--- config.mk ---
export PLATFORM = sky130hd
export DESIGN_NAME = sorted_list_insert_delete_flat
export DESIGN_NICKNAME = d
export VERILOG_FILES = /design/src/rtl/sli_pkg.sv /design/src/rtl/sli_if.sv /design/src/rtl/sli_cell.sv /design/src/rtl/sli_chain.sv /design/src/rtl/sorted_list_insert_delete.sv /design/src/flat_wrapper.sv
export SDC_FILE = /design/constraint.sdc
export NUM_CORES = 2
export LEC_CHECK = 0
export BUFFER_PORTS_ARGS = -buffer_cell sky130_fd_sc_hd__buf_2
export CAP_MARGIN = 25
export CORE_ASPECT_RATIO = 0.75
export CORE_MARGIN = 2
export CORE_UTILIZATION = 34
export DETAILED_ROUTE_END_ITERATION = 16
export HOLD_SLACK_MARGIN = 0.05
export MAX_ROUTING_LAYER = met4
export PLACE_DENSITY = 0.54
export SLEW_MARGIN = 20
export SYNTH_ARGS = -nofsm -noshare
export SYNTH_HDL_FRONTEND = slang
export SYNTH_HIERARCHICAL = 1
export SYNTH_SLANG_ARGS = --single-unit
--- constraint.sdc ---
create_clock -name i_clk -period 6.8 [get_ports i_clk]
set_input_delay 0.34 -clock i_clk [delete_from_list [all_inputs] [get_ports i_clk]]
set_output_delay 0.34 -clock i_clk [all_outputs]
set_load 0.01 [all_outputs]
--- src/rtl/sli_pkg.sv ---
// Shared types and constants for the sorted list store.
`default_nettype none

package sli_pkg;

    // Default number of list entries
    localparam int SLI_DEPTH = 16;

    // Payload widths
    localparam int SLI_VAL_W = 32;
    localparam int SLI_CNT_OUT_W = 5;

    // Input action codes (code 3 is unused)
    typedef enum logic [1:0] {
        ACT_INSERT = 2'd0,
        ACT_DELETE = 2'd1,
        ACT_DUMP   = 2'd2
    } t_action;

    // Result status codes
    typedef enum logic [1:0] {
        STS_OK        = 2'd0,
        STS_NOT_FOUND = 2'd1,
        STS_FULL      = 2'd2,
        STS_EMPTY     = 2'd3
    } t_status;

    // Operation broadcast to every cell of the chain
    typedef enum logic [1:0] {
        OP_HOLD   = 2'd0,
        OP_INSERT = 2'd1,
        OP_DELETE = 2'd2,
        OP_ROTATE = 2'd3
    } t_op;

    typedef struct packed {
        t_op                          op;
        logic signed [SLI_VAL_W-1:0] value;
    } t_ctrl;

    // Control sequencer states
    typedef enum logic {
        S_IDLE = 1'b0,
        S_DUMP = 1'b1
    } t_state;

endpackage

`default_nettype wire

--- src/rtl/sli_if.sv ---
// Valid/ready channel interfaces for the request and result streams.
`default_nettype none

interface sli_req_if import sli_pkg::*; ();
    logic                         valid;
    logic                         ready;
    logic [1:0]                   action;
    logic signed [SLI_VAL_W-1:0]  value;

    modport source (output valid, output action, output value, input ready);
    modport sink   (input valid, input action, input value, output ready);
endinterface

interface sli_rsp_if import sli_pkg::*; ();
    logic                            valid;
    logic                            ready;
    logic [1:0]                      status;
    logic signed [SLI_VAL_W-1:0]     entry_value;
    logic [SLI_CNT_OUT_W-1:0]        entry_count;
    logic                            last;

    modport source (output valid, output status, output entry_value,
                    output entry_count, output last, input ready);
    modport sink   (input valid, input status, input entry_value,
                    input entry_count, input last, output ready);
endinterface

`default_nettype wire

--- src/rtl/sli_cell.sv ---
// One list cell: holds an entry and shifts it with its neighbors.
`default_nettype none

module sli_cell import sli_pkg::*; (
    input  wire logic                        i_clk,
    input  wire t_ctrl                       i_ctrl,
    input  wire logic                        i_in_range,
    input  wire logic                        i_is_tail,
    input  wire logic signed [SLI_VAL_W-1:0] i_left_val,
    input  wire logic                        i_left_pos,
    input  wire logic signed [SLI_VAL_W-1:0] i_right_val,
    input  wire logic signed [SLI_VAL_W-1:0] i_head_val,
    input  wire logic                        i_found_left,
    output logic signed [SLI_VAL_W-1:0]      o_val,
    output logic                             o_pos,
    output logic                             o_found
);

    logic signed [SLI_VAL_W-1:0] r_val;
    logic signed [SLI_VAL_W-1:0] n_val;
    logic                        w_gt;
    logic                        w_eq;

    // Insert point is at or before this cell; sorted order keeps it monotone
    assign w_gt    = i_in_range && (r_val > i_ctrl.value);
    assign o_pos   = w_gt || !i_in_range;

    // First match of a delete ripples to the right
    assign w_eq    = i_in_range && (r_val == i_ctrl.value);
    assign o_found = i_found_left || w_eq;

    assign o_val   = r_val;

    // Next entry
    always_comb begin
        n_val = r_val;
        case (i_ctrl.op)
            OP_INSERT: begin
                if (i_left_pos) begin
                    n_val = i_left_val;
                end else if (o_pos) begin
                    n_val = i_ctrl.value;
                end
            end
            OP_DELETE: begin
                if (o_found) begin
                    n_val = i_right_val;
                end
            end
            OP_ROTATE: begin
                if (i_is_tail) begin
                    n_val = i_head_val;
                end else if (i_in_range) begin
                    n_val = i_right_val;
                end
            end
            default: begin
                n_val = r_val;
            end
        endcase
    end

    always_ff @(posedge i_clk) begin
        r_val <= n_val;
    end

endmodule

`default_nettype wire

--- src/rtl/sli_chain.sv ---
// Row of list cells with the range and tail flags derived from the count.
`default_nettype none

module sli_chain import sli_pkg::*; #(
    parameter int DEPTH = SLI_DEPTH,
    localparam int CW = $clog2(DEPTH + 1)
) (
    input  wire logic                   i_clk,
    input  wire t_ctrl                  i_ctrl,
    input  wire logic [CW-1:0]          i_count,
    output logic signed [SLI_VAL_W-1:0] o_head,
    output logic                        o_found
);

    logic signed [SLI_VAL_W-1:0] w_val   [DEPTH];
    logic                        w_pos   [DEPTH];
    logic                        w_found [DEPTH];

    assign o_head  = w_val[0];
    assign o_found = w_found[DEPTH-1];

    for (genvar g = 0; g < DEPTH; g++) begin : g_cell
        logic signed [SLI_VAL_W-1:0] w_left_val;
        logic                        w_left_pos;
        logic signed [SLI_VAL_W-1:0] w_right_val;
        logic                        w_found_left;
        logic                        w_in_range;
        logic                        w_is_tail;

        // Neighbor hookup; the ends see neutral values
        if (g == 0) begin : g_first
            assign w_left_val   = '0;
            assign w_left_pos   = 1'b0;
            assign w_found_left = 1'b0;
        end else begin : g_mid
            assign w_left_val   = w_val[g-1];
            assign w_left_pos   = w_pos[g-1];
            assign w_found_left = w_found[g-1];
        end
        if (g == DEPTH - 1) begin : g_last
            assign w_right_val = w_val[g];
        end else begin : g_inner
            assign w_right_val = w_val[g+1];
        end

        assign w_in_range = CW'(g) < i_count;
        assign w_is_tail  = CW'(g + 1) == i_count;

        sli_cell u_cell (
            .i_clk        (i_clk),
            .i_ctrl       (i_ctrl),
            .i_in_range   (w_in_range),
            .i_is_tail    (w_is_tail),
            .i_left_val   (w_left_val),
            .i_left_pos   (w_left_pos),
            .i_right_val  (w_right_val),
            .i_head_val   (w_val[0]),
            .i_found_left (w_found_left),
            .o_val        (w_val[g]),
            .o_pos        (w_pos[g]),
            .o_found      (w_found[g])
        );
    end

endmodule

`default_nettype wire

--- src/rtl/sorted_list_insert_delete.sv ---
// Sorted list store: insert, delete and in-order dump over a chain of cells.
// Insert or delete: the cell row updates as the request is taken and the result is registered;
// the next request is taken once the output register is free. Dump: the request is taken, then
// each entry in turn, as the row rotates by one cell; the next request is taken as the last entry transfers out.
// An output register decouples the result stream; its stall holds the sequencer.
// Reset (synchronous, active low) clears the entry count, sequencer and result valid.
`default_nettype none

module sorted_list_insert_delete import sli_pkg::*; #(
    parameter int DEPTH = SLI_DEPTH
) (
    input  wire logic  i_clk,
    input  wire logic  i_rst_n,
    sli_req_if.sink    i_req,
    sli_rsp_if.source  o_rsp
);

    localparam int CW = $clog2(DEPTH + 1);

    t_state                      r_state, n_state;
    logic [CW-1:0]               r_count, n_count;
    logic [CW-1:0]               r_dump_left, n_dump_left;
    logic                        r_out_valid, n_out_valid;
    t_status                     r_status, n_status;
    logic signed [SLI_VAL_W-1:0] r_entry, n_entry;
    logic [SLI_CNT_OUT_W-1:0]    r_cnt_out, n_cnt_out;
    logic                        r_last, n_last;

    t_ctrl                       w_ctrl;
    logic signed [SLI_VAL_W-1:0] w_head;
    logic                        w_found;
    logic                        w_out_free;
    logic                        w_accept;
    logic [CW+SLI_CNT_OUT_W-1:0] w_cnt_ext;

    // Cell row
    sli_chain #(.DEPTH(DEPTH)) u_chain (
        .i_clk   (i_clk),
        .i_ctrl  (w_ctrl),
        .i_count (r_count),
        .o_head  (w_head),
        .o_found (w_found)
    );

    // Handshake
    assign w_out_free  = !r_out_valid || o_rsp.ready;
    assign i_req.ready = (r_state == S_IDLE) && w_out_free;
    assign w_accept    = i_req.valid && i_req.ready;

    // Count as reported, masked to the field width
    assign w_cnt_ext = {{SLI_CNT_OUT_W{1'b0}}, n_count};

    // Sequencer
    always_comb begin
        n_state      = r_state;
        n_count      = r_count;
        n_dump_left  = r_dump_left;
        n_out_valid  = r_out_valid && !o_rsp.ready;
        n_status     = r_status;
        n_entry      = r_entry;
        n_last       = r_last;
        w_ctrl.op    = OP_HOLD;
        w_ctrl.value = i_req.value;

        case (r_state)
            S_IDLE: begin
                if (w_accept) begin
                    case (t_action'(i_req.action))
                        ACT_INSERT: begin
                            n_out_valid = 1'b1;
                            n_entry     = '0;
                            n_last      = 1'b1;
                            if (r_count == CW'(DEPTH)) begin
                                n_status = STS_FULL;
                            end else begin
                                w_ctrl.op = OP_INSERT;
                                n_count   = r_count + 1'b1;
                                n_status  = STS_OK;
                            end
                        end
                        ACT_DELETE: begin
                            n_out_valid = 1'b1;
                            n_entry     = '0;
                            n_last      = 1'b1;
                            w_ctrl.op   = OP_DELETE;
                            if (w_found) begin
                                n_count  = r_count - 1'b1;
                                n_status = STS_OK;
                            end else begin
                                n_status = STS_NOT_FOUND;
                            end
                        end
                        ACT_DUMP: begin
                            if (r_count == '0) begin
                                n_out_valid = 1'b1;
                                n_entry     = '0;
                                n_last      = 1'b1;
                                n_status    = STS_EMPTY;
                            end else begin
                                n_state     = S_DUMP;
                                n_dump_left = r_count;
                            end
                        end
                        default: begin
                            n_state = S_IDLE;
                        end
                    endcase
                end
            end
            S_DUMP: begin
                // One entry per transfer; the row rotates the next one to the head
                if (w_out_free) begin
                    w_ctrl.op   = OP_ROTATE;
                    n_out_valid = 1'b1;
                    n_status    = STS_OK;
                    n_entry     = w_head;
                    n_last      = (r_dump_left == CW'(1));
                    n_dump_left = r_dump_left - 1'b1;
                    if (r_dump_left == CW'(1)) begin
                        n_state = S_IDLE;
                    end
                end
            end
            default: begin
                n_state = S_IDLE;
            end
        endcase

        n_cnt_out = (n_out_valid && !(r_out_valid && !o_rsp.ready))
                    ? w_cnt_ext[SLI_CNT_OUT_W-1:0] : r_cnt_out;
    end

    // Control registers
    always_ff @(posedge i_clk) begin
        if (!i_rst_n) begin
            r_state     <= S_IDLE;
            r_count     <= '0;
            r_dump_left <= '0;
            r_out_valid <= 1'b0;
        end else begin
            r_state     <= n_state;
            r_count     <= n_count;
            r_dump_left <= n_dump_left;
            r_out_valid <= n_out_valid;
        end
    end

    // Result payload
    always_ff @(posedge i_clk) begin
        r_status  <= n_status;
        r_entry   <= n_entry;
        r_cnt_out <= n_cnt_out;
        r_last    <= n_last;
    end

    assign o_rsp.valid       = r_out_valid;
    assign o_rsp.status      = r_status;
    assign o_rsp.entry_value = r_entry;
    assign o_rsp.entry_count = r_cnt_out;
    assign o_rsp.last        = r_last;

endmodule

`default_nettype wire

--- src/flat_wrapper.sv ---
// flat-port wrapper written by rule: the top's interface ports become plain ports
module sorted_list_insert_delete_flat import sli_pkg::*;
#(
    parameter int DEPTH = SLI_DEPTH
)
  (i_clk, i_rst_n, i_req_valid, i_req_action, i_req_value, i_req_ready, o_rsp_valid, o_rsp_status, o_rsp_entry_value, o_rsp_entry_count, o_rsp_last, o_rsp_ready);
  sli_req_if i_req_i ();
  sli_rsp_if o_rsp_i ();
  input  wire logic i_clk;
  input  wire logic i_rst_n;
  input wire logic [$bits(i_req_i.valid)-1:0] i_req_valid;
  input wire logic [$bits(i_req_i.action)-1:0] i_req_action;
  input wire logic [$bits(i_req_i.value)-1:0] i_req_value;
  output wire logic [$bits(i_req_i.ready)-1:0] i_req_ready;
  output wire logic [$bits(o_rsp_i.valid)-1:0] o_rsp_valid;
  output wire logic [$bits(o_rsp_i.status)-1:0] o_rsp_status;
  output wire logic [$bits(o_rsp_i.entry_value)-1:0] o_rsp_entry_value;
  output wire logic [$bits(o_rsp_i.entry_count)-1:0] o_rsp_entry_count;
  output wire logic [$bits(o_rsp_i.last)-1:0] o_rsp_last;
  input wire logic [$bits(o_rsp_i.ready)-1:0] o_rsp_ready;
  assign i_req_i.valid = i_req_valid;
  assign i_req_i.action = i_req_action;
  assign i_req_i.value = i_req_value;
  assign i_req_ready = i_req_i.ready;
  assign o_rsp_valid = o_rsp_i.valid;
  assign o_rsp_status = o_rsp_i.status;
  assign o_rsp_entry_value = o_rsp_i.entry_value;
  assign o_rsp_entry_count = o_rsp_i.entry_count;
  assign o_rsp_last = o_rsp_i.last;
  assign o_rsp_i.ready = o_rsp_ready;
  sorted_list_insert_delete #(.DEPTH(DEPTH)) u_core (.i_clk(i_clk), .i_rst_n(i_rst_n), .i_req(i_req_i), .o_rsp(o_rsp_i));
endmodule
==> key figures <==
Die
  • Die area: 142900 sq um
  • Initial Util: 34.34%
  • Core area: 138500 sq um
  • I/O Pins: 80
  • Die Width: 435.8 microns
  • Row Count: 118
  • Die height: 327.9 microns

Worst setup path
  • CP required: 7210 ps
  • Startpoint Class: register
  • Max incr delay on CP: 390 ps
  • Slowest CP cell: edfxtp_1
  • CP max FO: 2
  • Critical Path Sink Type: register
  • Internal reg-to-reg setup slack: 180 ps
  • Buf+Inv Stages, Crit Path: 1
  • Critical path arrival: 7030 ps
  • Crit-path most repeated cell: or2_4
  • Crit path kind: register to register
  • Crit path max-delay family: simple AND/OR/NAND/NOR gates

Detailed routing
  • DR vias: 41270
  • First drt pass iteration count: 7
  • WL final: 174000 microns
  • WL/cell: 24.04 microns
  • Antenna-violating nets left: 0
  • Routed vias/inst: 5.703
  • DR iter-0 viols: 4270
  • DRC: 0

Yosys
  • Yosys warnings: 6
  • Synthesized area per cell: 9.262 sq um
  • Post-synthesis cell area: 47550 sq um
  • Post-Synthesis Cells: 5134

Timing
  • Clock Skews: 22.87 ps
  • Final Hold Viols: 0
  • Hold slack: 137.5 ps
  • Min cycle time layout: 6615 ps
  • # setup viols final: 0
  • RSZ-0062 raised after global routing: no
  • Slew @ Worst Pin: 1163 ps
  • Tcrit/Tclk final: 97.28%
  • Relative slew slack: 21.66%
  • Fmax: 151.2 MHz
  • Slew Limit Fails: 0

Outcome
  • Status: finished clean

Global routing
  • Tot GR Track Use: 24.40%
  • Vias in the first global route: 39270
  • Largest net degree at the start of global routing: 200
  • GRT met3 Usage: 3.056%
  • Initial antenna violation count: 12
  • GRT busiest layer: met2
  • Met1 GRT Util: 34.40%
  • Global-route wire length before repair: 257700 microns
  • Gr ovfl total: 0
  • Global-route met2 utilization: 37.30%

Clock tree
  • Clock transition at path regs: 60 ps
  • Sink Count: 564
  • Clock latency on the worst-skew pair: 670 ps
  • Root buffer cell: clkbuf_16
  • CTS Buf Count: 68
  • CTS tree: done
  • Max H-tree Level: 3
  • CTS Buffer Depth: 3

Finish
  • Multi-input logic area: 28070 sq um
  • Register area: 16820 sq um
  • Post-route cell area: 54220 sq um
  • Nets: 5883
  • Layout cells sized above 1: 11.52%
  • Filler instances: 13930
  • Area Growth Syn to Fin: 14.02%

Power
  • Pwr dens: 199.3 nW/um^2
  • Leakage: 25.77 nW
  • Overall power: 0.01080 W
  • VDD IR max: 155.3 uV

Job
  • Max_cap viols: 0

Place
  • IO buf count: 79
  • Hpwl dp: 131500 microns
  • Gpl congestion: 0.9264
  • Dpl cell area: 52000 sq um

Min path
  • Worst hold path type: input pin to register
metrics by stage:
stage                     TNS [ps]  util [%]  setup slack (ps)  instances
after floorplan                  0         -             1.543       5169
after global placement      -33270     37.42            -716.8       7102
after detailed placement    -32950     37.55            -718.8       7109
after CTS                        0     39.06             28.41       7230
after global routing             0     39.15             30.39       7234
final                            0     39.15             184.8       7236
path summary, 6_finish.rpt:
| path | start | end | cells past startpoint |
|---|---|---|---|
| worst max-delay path | u_core/u_chain/g_cell[0].u_cell/o_val[20] | u_core/o_rsp.entry_count[4] | 26 |
| worst min-delay path | i_req_valid | u_core/o_rsp.valid | 3 |
| worst max register to register | u_core/u_chain/g_cell[0].u_cell/o_val[20] | u_core/o_rsp.entry_count[4] | 26 |
| worst min register to register | u_core/r_dump_left[4] | u_core/r_dump_left[4] | 2 |
routing by layer:
| metal | vias up | share of wire (%) |
|---|---|---|
| met3 | 231 | 6.0 |
| met2 | 1390 | 44 |
| met4 | 0 | 2.3 |
| li1 | 19520 | - |
| met5 | - | 0 |
| met1 | 20120 | 47 |
worst min-delay path, delay by kind of cell:
family,cells,cell delay [ps]
buf+inv,1,180
simple gates,1,150
compound gates,1,80
cell type report:
cell class | instances | share of cell area [%]
multi-input cells | 3774 | 51.77
well taps | 1860 | 4.292
clock buffers | 103 | 3.554
flip-flops and latches | 564 | 31.02
diodes | 2 | 0.009230
inverters | 540 | 3.738
repair buffers | 377 | 5.388
clock inverters | 16 | 0.2354
report_power, final:
group	total, W	leakage [nW]	switching, W	internal, W
registers	0.00447	5.19	0.000237	0.00423
clock network	0.00365	0.994	0.00162	0.00203
logic	0.00268	19.6	0.00171	0.000976
total	0.0108	25.8	0.00357	0.00724
placed cells by master (no fill, tap or decap), drive strengths merged, types with 14 or more instances in the layout:
cell	count
a221oi	15
o21ai	77
clkbuf	103
inv	541
a311o	14
o22ai	16
and4	29
a21o	76
buf	375
and2	61
edfxtp	552
a211oi	531
nor2b	35
nand4	112
or2	29
nor2	591
ha	520
nor3	26
conb	36
a31oi	20
nand3	43
o21bai	16
nand2	181
a32o	14
a221o	28
mux2i	513
nor4	33
a21oi	691
repair_timing:
item                       4_1_cts  5_1_grt
setup buffers                    0        1
setup endpoints to repair       75       41
gates resized for setup          9       11
pin swaps                        6        8
hold buffers                     2        0
hold endpoints to repair         6        0
flip-flops by register name, indices dropped and copies added, names as in the netlist:
| register | count |
|---|---|
| u_core/o_rsp.status | 2 |
| u_core/u_chain/g_cell.u_cell/o_val | 512 |
| u_core/o_rsp.entry_value | 32 |
| u_core/r_dump_left | 5 |
| u_core/r_count | 5 |
| u_core/o_rsp.entry_count | 5 |
| u_core/r_state | 1 |
| u_core/o_rsp.last | 1 |
| u_core/o_rsp.valid | 1 |
Power figures use the tool's default switching activity.
